`config.mk`:
```
export PLATFORM = sky130hd
export DESIGN_NAME = keypad_scan_blink_code_unit_flat
export DESIGN_NICKNAME = d
export VERILOG_FILES = /design/src/sv/kscb_pkg.sv /design/src/sv/kscb_if.sv /design/src/sv/keypad_scan_blink_code_unit.sv /design/src/sv/kscb_cfg.sv /design/src/sv/kscb_core.sv /design/src/sv/kscb_queue.sv /design/src/flat_wrapper.sv
export VERILOG_INCLUDE_DIRS = /design/src /design/src/sv
export SDC_FILE = /design/constraint.sdc
export NUM_CORES = 1
export LEC_CHECK = 0
export BUFFER_PORTS_ARGS = -buffer_cell sky130_fd_sc_hd__buf_2
export CORE_MARGIN = 3
export CORE_UTILIZATION = 59
export DETAILED_ROUTE_END_ITERATION = 8
export PLACE_DENSITY = 0.85
export REMOVE_ABC_BUFFERS = 1
export SYNTH_ARGS = -nofsm -noshare
export SYNTH_HDL_FRONTEND = slang
export SYNTH_SLANG_ARGS = --single-unit
```
`constraint.sdc`:
```
create_clock -name clk -period 5.9 [get_ports clk]
set_input_delay 0.295 -clock clk [delete_from_list [all_inputs] [get_ports clk]]
set_output_delay 0.295 -clock clk [all_outputs]
set_load 0.02 [all_outputs]
```
`src/sv/keypad_scan_blink_code_unit_defines.svh`:
```
// ----------------------------------------------------------------------------
// Assertion macros for the keypad scan blink code unit
// Shared concurrent assertion forms, clocked on clk and disabled in reset.
// ----------------------------------------------------------------------------
`ifndef KEYPAD_SCAN_BLINK_CODE_UNIT_DEFINES_SVH
`define KEYPAD_SCAN_BLINK_CODE_UNIT_DEFINES_SVH

// hold a condition at every clock edge
`define KSCB_ASSERT_ALWAYS(label, cond, msg) \
    label: assert property (@(posedge clk) disable iff (!rst_n) (cond)) \
        else $error(msg);

// imply a consequence in the same cycle
`define KSCB_ASSERT_IMPLY(label, ante, cons, msg) \
    label: assert property (@(posedge clk) disable iff (!rst_n) (ante) |-> (cons)) \
        else $error(msg);

`endif

```
`src/sv/kscb_pkg.sv`:
```
// ----------------------------------------------------------------------------
// kscb_pkg
// Shared widths, defaults and types of the keypad scan blink code unit.
// ----------------------------------------------------------------------------
package kscb_pkg;

    localparam int COL_W         = 3;
    localparam int ROW_DRIVE_W   = 4;
    localparam int UNIT_W        = 20;
    localparam int DATA_W        = 32;
    localparam int ADDR_W        = 3;
    localparam int ROWS_DEFAULT  = 4;

    localparam logic [UNIT_W-1:0] UNIT_TICKS_RESET = UNIT_W'(1000);

    localparam logic [COL_W-1:0] COLS_NONE = 3'b111;
    localparam logic [COL_W-1:0] COLS_ONE  = 3'b011;
    localparam logic [COL_W-1:0] COLS_TWO  = 3'b101;
    localparam logic [COL_W-1:0] COLS_THREE = 3'b110;

    localparam logic [0:0] REG_UNIT_TICKS = 1'b0;

    typedef struct packed {
        logic [ROW_DRIVE_W-1:0] row_drive;
        logic                   led_off;
        logic                   busy_res;
    } result_t;

    typedef struct packed {
        logic    push;
        result_t res;
    } push_t;

endpackage

```
`src/sv/kscb_if.sv`:
```
// ----------------------------------------------------------------------------
// kscb_sense_if / kscb_result_if
// Valid/ready channels for column sense ticks and scan results.
// ----------------------------------------------------------------------------
interface kscb_sense_if;
    import kscb_pkg::*;

    logic             valid;
    logic             ready;
    logic [COL_W-1:0] col_sense;

    modport source (output valid, output col_sense, input ready);
    modport sink   (input valid, input col_sense, output ready);
endinterface

interface kscb_result_if;
    import kscb_pkg::*;

    logic                   valid;
    logic                   ready;
    logic [ROW_DRIVE_W-1:0] row_drive;
    logic                   led_off;
    logic                   busy_res;

    modport source (output valid, output row_drive, output led_off, output busy_res,
                    input ready);
    modport sink   (input valid, input row_drive, input led_off, input busy_res,
                    output ready);
endinterface

```
`src/sv/keypad_scan_blink_code_unit.sv`:
```
// ----------------------------------------------------------------------------
// keypad_scan_blink_code_unit
// Matrix keypad row scanner that plays the pressed key as an LED blink code.
// ----------------------------------------------------------------------------
// Usage:
//   sense carries one transaction per clock tick: the three active-low column
//   bits read under the row drive of the previous result. result returns one
//   transaction per sense transaction: row_drive, led_off and busy_res as the
//   pin levels after that tick. The APB port holds unit_ticks at address 0;
//   write it only while the block is idle.
//   Path: a sense transaction is registered, then evaluated into the
//   result queue, which offers it to the receiver until it is taken.
//   Throughput: one transaction per cycle while the result queue has
//   space, set by the update of the sequencer state between the input
//   register and the result queue.
//   Reset: row zero driven, scanner armed, no code playing, unit_ticks 1000.
//   Receiver stall: the two-entry result queue fills, the input register
//   holds the next tick, then sense.ready drops and the sequencer holds its
//   state until a result is taken.
// ----------------------------------------------------------------------------
`include "keypad_scan_blink_code_unit_defines.svh"

module keypad_scan_blink_code_unit #(
    parameter int ROWS = kscb_pkg::ROWS_DEFAULT
) (
    input  logic                        clk,
    input  logic                        rst_n,
    input  logic                        psel,
    input  logic                        penable,
    input  logic                        pwrite,
    input  logic [kscb_pkg::ADDR_W-1:0] paddr,
    input  logic [kscb_pkg::DATA_W-1:0] pwdata,
    output logic [kscb_pkg::DATA_W-1:0] prdata,
    output logic                        pready,
    kscb_sense_if.sink                  sense,
    kscb_result_if.source               result
);
    import kscb_pkg::*;

    logic [UNIT_W-1:0] unit_ticks;
    push_t             push;
    logic              space;

    kscb_cfg u_cfg (
        .clk        (clk),
        .rst_n      (rst_n),
        .psel       (psel),
        .penable    (penable),
        .pwrite     (pwrite),
        .paddr      (paddr),
        .pwdata     (pwdata),
        .prdata     (prdata),
        .pready     (pready),
        .unit_ticks (unit_ticks)
    );

    kscb_core #(
        .ROWS (ROWS)
    ) u_core (
        .clk        (clk),
        .rst_n      (rst_n),
        .unit_ticks (unit_ticks),
        .sense      (sense),
        .space      (space),
        .push       (push)
    );

    kscb_queue u_queue (
        .clk    (clk),
        .rst_n  (rst_n),
        .push   (push),
        .space  (space),
        .result (result)
    );

    `KSCB_ASSERT_IMPLY(a_idle_led_dark, result.valid && !result.busy_res, result.led_off, "LED lit while no code plays")
    `KSCB_ASSERT_IMPLY(a_row_onehot, result.valid, $onehot(~result.row_drive) || (result.row_drive == 4'hF), "row drive not one-hot low")
    `KSCB_ASSERT_IMPLY(a_stall_has_result, !sense.ready, result.valid, "input stalled with no pending result")

endmodule

```
`src/sv/kscb_cfg.sv`:
```
// ----------------------------------------------------------------------------
// kscb_cfg
// APB register port holding the blink unit length in ticks.
// ----------------------------------------------------------------------------
module kscb_cfg (
    input  logic                        clk,
    input  logic                        rst_n,
    input  logic                        psel,
    input  logic                        penable,
    input  logic                        pwrite,
    input  logic [kscb_pkg::ADDR_W-1:0] paddr,
    input  logic [kscb_pkg::DATA_W-1:0] pwdata,
    output logic [kscb_pkg::DATA_W-1:0] prdata,
    output logic                        pready,
    output logic [kscb_pkg::UNIT_W-1:0] unit_ticks
);
    import kscb_pkg::*;

    logic [UNIT_W-1:0] unit_ticks_reg;
    logic              wr_en;
    logic [0:0]        reg_index;

    assign reg_index = paddr[ADDR_W-1 -: 1];
    assign pready    = 1'b1;
    assign wr_en     = psel && penable && pwrite && pready
                       && (reg_index == REG_UNIT_TICKS);

    always_ff @(posedge clk or negedge rst_n)
    begin
        if (!rst_n)
        begin
            unit_ticks_reg <= UNIT_TICKS_RESET;
        end
        else if (wr_en)
        begin
            unit_ticks_reg <= pwdata[UNIT_W-1:0];
        end
    end

    always_comb
    begin
        prdata = '0;
        if (reg_index == REG_UNIT_TICKS)
        begin
            prdata = DATA_W'(unit_ticks_reg);
        end
    end

    assign unit_ticks = unit_ticks_reg;

endmodule

```
`src/sv/kscb_core.sv`:
```
// ----------------------------------------------------------------------------
// kscb_core
// Input register, scan and blink sequencer state, next result per tick.
// ----------------------------------------------------------------------------
module kscb_core #(
    parameter int ROWS = kscb_pkg::ROWS_DEFAULT
) (
    input  logic                        clk,
    input  logic                        rst_n,
    input  logic [kscb_pkg::UNIT_W-1:0] unit_ticks,
    kscb_sense_if.sink                  sense,
    input  logic                        space,
    output kscb_pkg::push_t             push
);
    import kscb_pkg::*;

    localparam int ROW_W = $clog2(ROWS);
    localparam int BL_W  = $clog2(ROWS + 1);

    typedef enum logic [1:0] {
        PH_IDLE  = 2'd0,
        PH_ROW   = 2'd1,
        PH_PAUSE = 2'd2,
        PH_COL   = 2'd3
    } phase_t;

    logic             in_valid_reg;
    logic [COL_W-1:0] in_cols_reg;

    logic [ROW_W-1:0]  row_reg,    row_next;
    logic              armed_reg,  armed_next;
    phase_t            phase_reg,  phase_next;
    logic [BL_W-1:0]   blinks_reg, blinks_next;
    logic [1:0]        colnum_reg, colnum_next;
    logic              lit_reg,    lit_next;
    logic [UNIT_W-1:0] timer_reg,  timer_next;

    logic              advance;
    logic [UNIT_W-1:0] unit;
    logic [UNIT_W-1:0] timer_inc;
    logic [BL_W-1:0]   blinks_dec;
    logic [1:0]        col_code;
    logic [3:0]        row_ext;

    assign advance     = in_valid_reg && space;
    assign sense.ready = !in_valid_reg || space;

    assign unit       = (unit_ticks == '0) ? UNIT_W'(1) : unit_ticks;
    assign timer_inc  = timer_reg + UNIT_W'(1);
    assign blinks_dec = (blinks_reg != '0) ? blinks_reg - BL_W'(1) : '0;

    always_comb
    begin
        case (in_cols_reg)
            COLS_ONE:   col_code = 2'd1;
            COLS_TWO:   col_code = 2'd2;
            COLS_THREE: col_code = 2'd3;
            default:    col_code = 2'd0;
        endcase
    end

    always_comb
    begin
        row_next    = row_reg;
        armed_next  = armed_reg;
        phase_next  = phase_reg;
        blinks_next = blinks_reg;
        colnum_next = colnum_reg;
        lit_next    = lit_reg;
        timer_next  = timer_reg;

        if (phase_reg != PH_IDLE)
        begin
            timer_next = timer_inc;
            if (timer_inc >= unit)
            begin
                timer_next = '0;
                case (phase_reg)
                    PH_ROW, PH_COL:
                    begin
                        if (lit_reg)
                        begin
                            lit_next = 1'b0;
                        end
                        else
                        begin
                            blinks_next = blinks_dec;
                            if (blinks_dec != '0)
                            begin
                                lit_next = 1'b1;
                            end
                            else if (phase_reg == PH_ROW)
                            begin
                                phase_next  = PH_PAUSE;
                                blinks_next = BL_W'(2);
                            end
                            else
                            begin
                                phase_next = PH_IDLE;
                            end
                        end
                    end
                    PH_PAUSE:
                    begin
                        blinks_next = blinks_dec;
                        if (blinks_dec == '0)
                        begin
                            phase_next  = PH_COL;
                            blinks_next = BL_W'(colnum_reg);
                            lit_next    = 1'b1;
                        end
                    end
                    default:
                    begin
                        phase_next = PH_IDLE;
                    end
                endcase
            end
        end
        else if (in_cols_reg == COLS_NONE)
        begin
            row_next   = (row_reg == ROW_W'(ROWS - 1)) ? '0 : row_reg + ROW_W'(1);
            armed_next = 1'b1;
        end
        else if (armed_reg)
        begin
            armed_next = 1'b0;
            if (col_code != 2'd0)
            begin
                colnum_next = col_code;
                phase_next  = PH_ROW;
                blinks_next = BL_W'(row_reg) + BL_W'(1);
                lit_next    = 1'b1;
                timer_next  = '0;
            end
        end
    end

    assign row_ext = 4'(row_next);

    always_comb
    begin
        push.push = advance;
        for (int i = 0; i < ROW_DRIVE_W; i++)
        begin
            push.res.row_drive[i] = (row_ext != 4'(i));
        end
        push.res.led_off  = !((phase_next != PH_IDLE) && lit_next);
        push.res.busy_res = (phase_next != PH_IDLE);
    end

    always_ff @(posedge clk or negedge rst_n)
    begin
        if (!rst_n)
        begin
            in_valid_reg <= 1'b0;
            in_cols_reg  <= COLS_NONE;
            row_reg      <= '0;
            armed_reg    <= 1'b1;
            phase_reg    <= PH_IDLE;
            blinks_reg   <= '0;
            colnum_reg   <= '0;
            lit_reg      <= 1'b0;
            timer_reg    <= '0;
        end
        else
        begin
            if (sense.valid && sense.ready)
            begin
                in_valid_reg <= 1'b1;
                in_cols_reg  <= sense.col_sense;
            end
            else if (advance)
            begin
                in_valid_reg <= 1'b0;
            end
            if (advance)
            begin
                row_reg    <= row_next;
                armed_reg  <= armed_next;
                phase_reg  <= phase_next;
                blinks_reg <= blinks_next;
                colnum_reg <= colnum_next;
                lit_reg    <= lit_next;
                timer_reg  <= timer_next;
            end
        end
    end

endmodule

```
`src/sv/kscb_queue.sv`:
```
// ----------------------------------------------------------------------------
// kscb_queue
// Two-entry result register that decouples the sequencer from the receiver.
// ----------------------------------------------------------------------------
module kscb_queue (
    input  logic            clk,
    input  logic            rst_n,
    input  kscb_pkg::push_t push,
    output logic            space,
    kscb_result_if.source   result
);
    import kscb_pkg::*;

    result_t    mem [2];
    logic       wr_ptr_reg;
    logic       rd_ptr_reg;
    logic [1:0] count_reg;
    logic       pop;
    result_t    head;

    assign space = (count_reg != 2'd2);
    assign pop   = result.valid && result.ready;
    assign head  = mem[rd_ptr_reg];

    assign result.valid     = (count_reg != 2'd0);
    assign result.row_drive = head.row_drive;
    assign result.led_off   = head.led_off;
    assign result.busy_res  = head.busy_res;

    always_ff @(posedge clk)
    begin
        if (push.push)
        begin
            mem[wr_ptr_reg] <= push.res;
        end
    end

    always_ff @(posedge clk or negedge rst_n)
    begin
        if (!rst_n)
        begin
            wr_ptr_reg <= 1'b0;
            rd_ptr_reg <= 1'b0;
            count_reg  <= 2'd0;
        end
        else
        begin
            if (push.push)
            begin
                wr_ptr_reg <= !wr_ptr_reg;
            end
            if (pop)
            begin
                rd_ptr_reg <= !rd_ptr_reg;
            end
            case ({push.push, pop})
                2'b10:   count_reg <= count_reg + 2'd1;
                2'b01:   count_reg <= count_reg - 2'd1;
                default: count_reg <= count_reg;
            endcase
        end
    end

endmodule
```
`src/flat_wrapper.sv`:
```
// flat-port wrapper written by rule: the top's interface ports become plain ports
module keypad_scan_blink_code_unit_flat import kscb_pkg::*;
#(
    parameter int ROWS = kscb_pkg::ROWS_DEFAULT
)
  (clk, rst_n, psel, penable, pwrite, paddr, pwdata, prdata, pready, sense_valid, sense_col_sense, sense_ready, result_valid, result_row_drive, result_led_off, result_busy_res, result_ready);
  kscb_sense_if sense_i ();
  kscb_result_if result_i ();
  input  logic clk;
  input  logic rst_n;
  input  logic psel;
  input  logic penable;
  input  logic pwrite;
  input  logic [kscb_pkg::ADDR_W-1:0] paddr;
  input  logic [kscb_pkg::DATA_W-1:0] pwdata;
  output logic [kscb_pkg::DATA_W-1:0] prdata;
  output logic pready;
  input wire logic [$bits(sense_i.valid)-1:0] sense_valid;
  input wire logic [$bits(sense_i.col_sense)-1:0] sense_col_sense;
  output wire logic [$bits(sense_i.ready)-1:0] sense_ready;
  output wire logic [$bits(result_i.valid)-1:0] result_valid;
  output wire logic [$bits(result_i.row_drive)-1:0] result_row_drive;
  output wire logic [$bits(result_i.led_off)-1:0] result_led_off;
  output wire logic [$bits(result_i.busy_res)-1:0] result_busy_res;
  input wire logic [$bits(result_i.ready)-1:0] result_ready;
  assign sense_i.valid = sense_valid;
  assign sense_i.col_sense = sense_col_sense;
  assign sense_ready = sense_i.ready;
  assign result_valid = result_i.valid;
  assign result_row_drive = result_i.row_drive;
  assign result_led_off = result_i.led_off;
  assign result_busy_res = result_i.busy_res;
  assign result_i.ready = result_ready;
  keypad_scan_blink_code_unit #(.ROWS(ROWS)) u_core (.clk(clk), .rst_n(rst_n), .psel(psel), .penable(penable), .pwrite(pwrite), .paddr(paddr), .pwdata(pwdata), .prdata(prdata), .pready(pready), .sense(sense_i), .result(result_i));
endmodule
```
==> results of run 1 <==
==> per-layer routing <==
layer  GRT usage  up-vias  share of wire
met1       0.266     1608           0.41
li1            -     1544              -
met2       0.395      103           0.52
met3      0.0497       11          0.056
met5           0        -              0
met4      0.0892        0          0.013
==> critical path, delay by kind of cell (launching register included) <==
kind	cells	cell delay [ns]
multiplexers	1	0.35
XOR/XNOR	1	0.16
buffers and inverters	1	0.24
AO/OA/AOI/OAI	1	0.22
flip-flops	1	0.48
adder cells (fa/ha/maj)	2	0.61
AND/OR/NAND/NOR	6	1.99
==> logic make-up after synthesis <==
kind of cell,Yosys count
flip-flops,71
AO/OA/AOI/OAI,63
adder cells (fa/ha/maj),25
buffers and inverters,56
AND/OR/NAND/NOR,128
XOR/XNOR,26
other,2
multiplexers,35
==> cells in the final DEF (no fill, tap or decap), types with 3 or more instances in the layout <==
| master | netlist | routed |
|---|---|---|
| o21a_1 | 4 | 4 |
| or4_1 | 4 | 4 |
| edfxtp_1 | 12 | 12 |
| nor2_1 | 38 | 38 |
| nand4_1 | 8 | 8 |
| xor2_1 | 11 | 11 |
| ha_1 | 25 | 25 |
| nor3_1 | 3 | 3 |
| nand2b_1 | 5 | 5 |
| or2_2 | 3 | 3 |
| inv_1 | 27 | 27 |
| clkbuf_8 | 3 | 9 |
| dfrtp_1 | 49 | 49 |
| mux2_2 | 34 | 34 |
| conb_1 | 2 | 13 |
| nor4_1 | 6 | 6 |
| a21oi_1 | 12 | 12 |
| nand2_1 | 20 | 20 |
| a31oi_1 | 8 | 8 |
| and2_1 | 4 | 4 |
| o21ai_0 | 8 | 8 |
| a32o_1 | 15 | 15 |
| nand3_1 | 14 | 14 |
| buf_2 | 1 | 58 |
| dfstp_2 | 10 | 10 |
| xnor2_1 | 15 | 15 |
| buf_4 | 14 | 3 |
| and3_1 | 8 | 8 |
==> path summary, 6_finish.rpt <==
check | from | to | slack, ns
min in group clk | sense_valid | u_core.u_core.in_valid_reg | 0.13
hold / removal | rst_n | u_core.u_core.timer_reg[10] | 0.08
setup / recovery | u_core.u_core.timer_reg[0] | u_core.u_core.blinks_reg[1] | 1.73
hold reg to reg | u_core.u_queue.wr_ptr_reg | u_core.u_queue.wr_ptr_reg | 0.52
max in group asynchronous | rst_n | u_core.u_core.timer_reg[2] | 5.32
setup reg to reg | u_core.u_core.timer_reg[0] | u_core.u_core.blinks_reg[1] | 1.73
==> through the flow <==
stage | setup WS [ns] | instances
floorplan | 2.15 | 389
global placement | 1.90 | 546
detailed placement | 1.78 | 546
CTS | 1.75 | 562
global route | 1.50 | 562
finish | 1.73 | 562
==> report_power, final <==
part,internal [mW],total [mW],switching (mW)
clock network,0.201,0.406,0.205
logic,0.333,0.785,0.452
registers,0.663,0.783,0.120
total,1.20,1.97,0.777
==> cell type report <==
class	count	area [um^2]	share of cell area
clock buffers	9	124	0.0261
clock inverters	7	80.1	0.0169
inverters	28	105	0.0221
multi-input cells	290	2160	0.454
flip-flops and latches	71	1850	0.389
well taps	96	120	0.0253
repair buffers	61	313	0.0659
==> impl_metrics.json, run 1 <==
{
  "status": "finished clean",
  "synth_top_area_share": 0.288,
  "drc": 0,
  "pin_count": 86,
  "cts_hold_buf": 0,
  "synth_area_leaders": "dfrtp_1, mux2_2, edfxtp_1",
  "synth_adder_area_share": 0.0734,
  "post_cts_buffers": 0,
  "synthFlopType": "dfrtp_1",
  "cts_tree": "done",
  "synth_edf_count": 12,
  "antenna_found_initial": 0,
  "grt_pass1_wl_um": 15100,
  "end_kind": "flop",
  "dr.pass1.iters": 4,
  "setup_viol": 0,
  "area_growth_pct": 11.5,
  "startpoint_type": "flop",
  "hpwl_um": 6490,
  "dieArea_um2": 8270,
  "grt_pass1_vias": 3255,
  "design_area_um2": 4750,
  "yosysUniqueCellTypes": 58,
  "synth_area_leader_cell": "dfrtp_1",
  "drt_iter0_drc": 257,
  "synth_seq_cells": 71,
  "crit_type": "flop to flop",
  "clk_pin_slew_ns": 0.08,
  "core_um2": 6910,
  "drv_cap": 0,
  "period_needed_ns": 4.17,
  "n_antenna_cell": 0,
  "cts_buffers": 9,
  "finalCoreUtilization": 0.688,
  "cts.path.max_buffers": 2,
  "synth_compound_area_frac": 0.112,
  "leakage_nw": 2.21,
  "synth_top_family_by_area": "simple AND/OR/NAND/NOR gates",
  "hold_violations": 0,
  "port_buffers": 58,
  "path_cells": "ha_1, nand3_1, nor4b_1, xor2_1, ha_1, nand4_1, or4_1, nor4_2, nor4_4, buf_4, a21oi_2, mux2_2",
  "ys_seq_area_frac": 0.434,
  "htree_levels": 3,
  "synthMuxAreaShare": 0.0922,
  "reg2regPathDepth": 12,
  "hold_ws_ns": 0.0816,
  "ir_drop_uv": 218,
  "drive_gt1_frac": 0.292,
  "num_vias": 3266,
  "syn_inst": 406,
  "max_stage_delay_ns": 0.61,
  "globalplace.congestion": 0.862,
  "ys_top_cells_by_count": "dfrtp_1, nor2_1, mux2_2",
  "slew_headroom": 0.315,
  "insertion_delay_ns": 0.36,
  "cp_common_cell": "ha_1",
  "grt_overflow": 0,
  "routed_wl_um": 8870,
  "synth_area_um2": 4260,
  "fmax_ghz": 0.240,
  "power.total_mw": 1.97,
  "grt_max_degree": 60,
  "required_ns": 6.14,
  "avgSynthCellArea_um2": 10.5,
  "cts.sinks": 71,
  "fill_cells": 507,
  "synth_xor_area_frac": 0.0535,
  "rsz0062_at_grt": "false",
  "min_path_type": "input port to asynchronous set/reset pin",
  "power.density_nw_per_um2": 416,
  "root_buffer": "clkbuf_8",
  "maxSlewViolCount": 0,
  "cp.arrival_ns": 4.41,
  "yosys_warnings": 0,
  "rows": 30,
  "dieHeight_um": 91.0,
  "vias_per_cell": 5.81,
  "finClkSkew_ns": 0.0163,
  "place_area_um2": 4550,
  "async_flop_share": 0.831,
  "wl_per_cell_um": 15.8,
  "start_util": 0.617,
  "drtAntennaViolNets": 0,
  "cts_resized": 0,
  "die_x_um": 91.0,
  "synthSimpleGateAreaFrac": 0.162,
  "final.setup.tns_ns": 0,
  "layout.nets": 531,
  "yosysMostFrequentCell": "dfrtp_1",
  "worst_pin_slew_ns": 1.02,
  "crit_path_max_fanout": 23,
  "critPathSlowestCell": "or4_1",
  "post-route-period-util": 0.707,
  "track_usage": 0.225
}
No activity file was read; power rests on OpenSTA's default activity.
==> run 2, diff against run 1 <==
- ABC_AREA: default -> 1
- CORE_UTILIZATION: 59 -> 50
- PLACE_DENSITY: 0.85 -> 0.76
- clock period: 5.9 -> 3.4 ns (I/O delays scaled with it)
==> impl_metrics.json, run 2 <==
{
  "yosysMostFrequentCell": "nand2_1",
  "maxSlewViolCount": 0,
  "track_usage": 0.195,
  "pin_count": 86,
  "hpwl_um": 6980,
  "globalplace.congestion": 0.890,
  "layout.nets": 682,
  "drtAntennaViolNets": 0,
  "worst_pin_slew_ns": 0.614,
  "synth_top_area_share": 0.283,
  "layout_commonest_cell": "nand2_1",
  "comb_power_share": 0.367,
  "finClkSkew_ns": 0.00937,
  "ys_seq_area_frac": 0.428,
  "fmax_ghz": 0.319,
  "core_um2": 8300,
  "avgSynthCellArea_um2": 7.86,
  "drive_gt1_frac": 0.201,
  "synth_area_um2": 4330,
  "dr.pass1.iters": 4,
  "crit_path_max_fanout": 5,
  "root_buffer": "clkbuf_8",
  "drt_iter0_drc": 188,
  "cts_buffers": 9,
  "place_area_um2": 4670,
  "wl_per_cell_um": 12.5,
  "die_x_um": 99.0,
  "cts.path.max_buffers": 2,
  "ys_top_cells_by_count": "nand2_1, inv_1, nor2_1",
  "p_switching_mw": 1.18,
  "num_vias": 3628,
  "synth_area_leader_cell": "dfrtp_1",
  "final_cell_mix": "nand2_1, inv_1, nor2_1, buf_2, dfrtp_1",
  "final-seq-area_um2": 1850,
  "fill_cells": 731,
  "pre_cts_slack_ns": 0.0939,
  "end_kind": "flop",
  "synth_seq_cells": 71,
  "rsz0062_at_grt": "false",
  "drc": 0,
  "setup_viol": 0,
  "startpoint_type": "flop",
  "crit_type": "flop to flop",
  "min_path_type": "input port to flop",
  "area_growth_pct": 13.2,
  "power.density_nw_per_um2": 593,
  "clk_pin_slew_ns": 0.08,
  "yosysUniqueCellTypes": 39,
  "grt_pass1_vias": 3587,
  "start_util": 0.521,
  "htree_levels": 3,
  "dieHeight_um": 99.0,
  "grt_overflow": 0,
  "pwr-share-clk": 0.206,
  "grt_pass1_wl_um": 15700,
  "cp.arrival_ns": 3.22,
  "multi_input_area_um2": 2060,
  "grt_max_degree": 41,
  "port_buffers": 58,
  "synth_edf_count": 12,
  "rows": 33,
  "switching_share": 0.407,
  "insertion_delay_ns": 0.34,
  "syn_inst": 550,
  "intPower_mw": 1.72,
  "async_flop_share": 0.831,
  "routed_wl_um": 9030,
  "ir_drop_uv": 309,
  "drv_cap": 0,
  "n_antenna_cell": 0,
  "placed_cells": 704,
  "dieArea_um2": 9800,
  "power.total_mw": 2.91,
  "synthFlopType": "dfrtp_1",
  "required_ns": 3.49,
  "post-route-period-util": 0.921,
  "fin_ws_ns": 0.267,
  "sequentialPowerShare": 0.427,
  "status": "finished clean",
  "period_needed_ns": 3.13,
  "cts_tree": "done",
  "layoutNonFillerInstCount": 722,
  "antenna_found_initial": 0,
  "hold_violations": 0,
  "vias_per_cell": 5.02,
  "synth_area_leaders": "dfrtp_1, nand2_1, edfxtp_1",
  "slew_headroom": 0.591,
  "leakage_nw": 2.64,
  "cts.sinks": 71,
  "yosys_warnings": 0,
  "final.setup.tns_ns": 0,
  "design_area_um2": 4900
}
-- run 2: changes by cell type in the layout (fill, tap and decap cells not counted), moves of 8 or more --
cell,previous run,this run
nor2_1,38,63
a32o_1,15,0
a21oi_1,12,31
inv_1,27,85
and3_1,8,0
nand2_1,20,128
mux2_2,34,2
o21ai_0,8,22
xnor2_1,15,1
-- run 2: power groups by stage --
| stage | logic [mW] | registers, mW | clock network, mW |
|---|---|---|---|
| 4_1_cts | 1.07 | 1.24 | 0.618 |
| 6_report | 1.07 | 1.24 | 0.600 |
| 3_5_place_dp | 1.06 | 1.26 | 0 |
| 2_1_floorplan | 0.774 | 1.22 | 0 |
| 3_3_place_gp | 1.02 | 1.24 | 0 |
| 5_1_grt | 1.21 | 1.27 | 0.658 |
-- run 2: layout make-up --
| cell class | count | area share |
|---|---|---|
| Clock inverter | 7 | 0.00996 |
| Clock buffer | 9 | 0.0253 |
| Timing Repair Buffer | 65 | 0.0705 |
| Inverter | 89 | 0.0687 |
| Sequential cell | 71 | 0.378 |
| Multi-Input combinational cell | 376 | 0.421 |
| Tap cell | 105 | 0.0268 |
-- run 2: cells by family after synthesis --
kind of cell / synth area share
and+or+nand+nor: 0.256
buffers and inverters: 0.113
AOI/OAI and AO/OA: 0.0917
DFF: 0.428
adders and majority gates: 0.0723
xor gates and xnor gates: 0.0321
other: 0.00174
muxes: 0.00521
-- run 2: worst paths after layout --
| check | to | slack, ns | depth (start not counted) | start |
|---|---|---|---|---|
| worst min register to register | u_core.u_core.armed_reg | 0.49 | 2 | u_core.u_core.armed_reg |
| worst max register to register | u_core.u_queue.mem[1][1] | 0.27 | 20 | u_core.u_core.timer_reg[1] |
| min in group asynchronous | u_core.u_core.timer_reg[11] | 0.38 | 2 | rst_n |
| max in group asynchronous | u_core.u_core.in_cols_reg[1] | 2.14 | 3 | rst_n |
| worst max-delay path | u_core.u_queue.mem[1][1] | 0.27 | 20 | u_core.u_core.timer_reg[1] |
| worst min-delay path | u_core.u_cfg.unit_ticks[8] | 0.06 | 3 | pwdata[8] |
-- run 2: per-layer routing --
layer | track usage | wire length, um | up-vias
met3 | 0.0425 | 411 | 12
li1 | - | - | 1854
met4 | 0.0704 | 112 | 0
met2 | 0.320 | 4470 | 102
met1 | 0.255 | 4040 | 1660
met5 | 0 | 0 | -
-- run 2: critical path, stage by stage, from the launching register on --
cell and delay, ns:
dfrtp_1 0.40, ha_1 0.20, nand2_1 0.06, nor2_1 0.26, nand3_4 0.16, nor2_4 0.15
nand2_1 0.06, nand2_1 0.07, nand2_2 0.07, ha_1 0.30, nand2_1 0.05, nor2_1 0.16
nand2_1 0.12, nor3_2 0.19, nand2_2 0.15, nand2_2 0.12, nand2_1 0.05, nand2_1 0.05
nand2_1 0.06, nand2_1 0.12, nand2_1 0.08
-- run 2: repair_timing --
| item | 4_1_cts | 5_1_grt |
|---|---|---|
| hold buffers | 1 | 0 |
| resized for setup | 0 | 11 |
| endpoints found under the setup margin | 0 | 19 |
| endpoints found under the hold margin | 21 | 0 |
| setup buffers | 0 | 1 |
-- run 2: stage by stage --
| stage | hold WS [ns] | util |
|---|---|---|
| floorplan | -0.126 | - |
| global placement | 0.213 | 0.563 |
| detailed placement | 0.227 | 0.563 |
| CTS | 0.0377 | 0.585 |
| global route | 0.0525 | 0.590 |
| finish | 0.0569 | 0.590 |
==> run 3, diff against run 2 <==
==> constraint.sdc (replaced) <==
create_clock -name clk -period 3.4 [get_ports clk]
set_input_delay 0.51 -clock clk [delete_from_list [all_inputs] [get_ports clk]]
set_output_delay 0.51 -clock clk [all_outputs]
set_load 0.02 [all_outputs]
==> impl_metrics.json, run 3 (synthesized netlist as in run 2, its figures left out) <==
{
  "cts.path.max_buffers": 2,
  "pin_count": 86,
  "worst_pin_slew_ns": 0.577,
  "port_buffers": 58,
  "dieHeight_um": 99.0,
  "finClkSkew_ns": 0.0127,
  "startpoint_type": "flop",
  "place_area_um2": 4690,
  "core_um2": 8300,
  "sequentialPowerShare": 0.419,
  "period_needed_ns": 3.07,
  "start_util": 0.521,
  "drv_cap": 0,
  "grt_max_degree": 41,
  "required_ns": 3.48,
  "hold_violations": 0,
  "crit_type": "flop to flop",
  "power.density_nw_per_um2": 599,
  "htree_levels": 3,
  "design_area_um2": 4960,
  "final_cell_mix": "nand2_1, inv_1, nor2_1, buf_2, dfrtp_1",
  "r2r_setup_slack_ns": 0.33,
  "cts_buffers": 9,
  "grt_pass1_vias": 3480,
  "globalplace.congestion": 0.906,
  "setup_viol": 0,
  "end_kind": "flop",
  "crit_path_max_fanout": 5,
  "drc": 0,
  "final-seq-area_um2": 1850,
  "min_path_type": "input port to asynchronous set/reset pin",
  "cp.arrival_ns": 3.15,
  "area_growth_pct": 14.6,
  "hpwl_um": 6760,
  "grt_overflow": 0,
  "cts_hold_buf": 0,
  "grt_pass1_wl_um": 15100,
  "n_antenna_cell": 0,
  "leakage_nw": 2.66,
  "maxSlewViolCount": 0,
  "dieArea_um2": 9800,
  "fill_cells": 733,
  "status": "finished clean",
  "comb_power_share": 0.355,
  "drt_iter0_drc": 147,
  "vias_per_cell": 4.97,
  "clk_pin_slew_ns": 0.08,
  "final.setup.tns_ns": 0,
  "cts.sinks": 71,
  "fmax_ghz": 0.326,
  "ir_drop_uv": 300,
  "routed_wl_um": 8860,
  "layout_commonest_cell": "nand2_1",
  "slew_headroom": 0.614,
  "switching_share": 0.394,
  "wl_per_cell_um": 12.2,
  "intPower_mw": 1.80,
  "dr.pass1.iters": 4,
  "insertion_delay_ns": 0.34,
  "pwr-share-clk": 0.225,
  "p_switching_mw": 1.17,
  "num_vias": 3616,
  "rows": 33,
  "layout.nets": 687,
  "die_x_um": 99.0,
  "root_buffer": "clkbuf_8",
  "track_usage": 0.187,
  "drtAntennaViolNets": 0,
  "cts_tree": "done",
  "multi_input_area_um2": 2060,
  "antenna_found_initial": 0,
  "post-route-period-util": 0.903,
  "drive_gt1_frac": 0.207
}
run 3: final cells by class:
| cell class | count | area share |
|---|---|---|
| flip-flops and latches | 71 | 0.373 |
| repair buffers | 70 | 0.0767 |
| well taps | 105 | 0.0265 |
| clock buffers | 9 | 0.0250 |
| clock inverters | 7 | 0.0144 |
| inverters | 89 | 0.0679 |
| multi-input cells | 376 | 0.416 |
run 3: path summary, 6_finish.rpt:
kind	depth (start not counted)	from	endpoint
max in group asynchronous	2	rst_n	u_core.u_core.timer_reg[0]
hold reg to reg	2	u_core.u_core.armed_reg	u_core.u_core.armed_reg
min in group clk	3	pwdata[8]	u_core.u_cfg.unit_ticks[8]
setup reg to reg	19	u_core.u_core.timer_reg[0]	u_core.u_queue.mem[0][1]
setup / recovery	19	u_core.u_core.timer_reg[0]	u_core.u_queue.mem[0][1]
hold / removal	1	rst_n	u_core.u_core.timer_reg[13]
run 3: routing by layer:
layer / vias to the layer above / track usage / part of all wire
met5: - / 0 / 0
met4: 0 / 0.0473 / 0.011
met3: 13 / 0.0389 / 0.039
met2: 76 / 0.324 / 0.48
met1: 1673 / 0.239 / 0.47
li1: 1854 / - / -
run 3: power groups by stage:
stage / Clock (mW) / Combinational [mW] / Sequential (mW)
3_3_place_gp: 0 / 1.02 / 1.24
5_1_grt: 0.724 / 1.20 / 1.27
3_5_place_dp: 0 / 1.06 / 1.26
6_report: 0.668 / 1.05 / 1.24
4_1_cts: 0.681 / 1.07 / 1.24
2_1_floorplan: 0 / 0.774 / 1.22
run 3: worst max-delay path, cell delays in order, from the launching register on:
cell and delay, ns:
dfrtp_2 0.43, ha_1 0.20, nand2_1 0.08, nor2_2 0.18, nand3_4 0.15, nor2_4 0.15, nand2_1 0.06, nand2_1 0.07
nand2_2 0.07, ha_1 0.30, nand2_1 0.05, nor2_1 0.15, nand2_1 0.11, nor3_1 0.19, nand2_1 0.14, buf_4 0.17
nand3_1 0.07, nand3_1 0.09, nand2_1 0.10, nand2_1 0.07
run 3: through the flow:
stage	hold WS (ns)	util	cells	setup slack, ns	power [mW]
finish	0.138	0.597	727	0.331	2.97
global route	0.162	0.597	727	-0.0492	3.20
CTS	0.145	0.588	722	0.0941	2.98
detailed placement	0.481	0.565	706	0.121	2.31
global placement	0.472	0.565	706	0.186	2.26
floorplan	0.214	-	536	0.505	1.99
run 3: what timing repair did:
action / 4_1_cts / 5_1_grt
gates resized for setup: 0 / 11
setup buffers: 0 / 5
endpoints found under the setup margin: 0 / 29
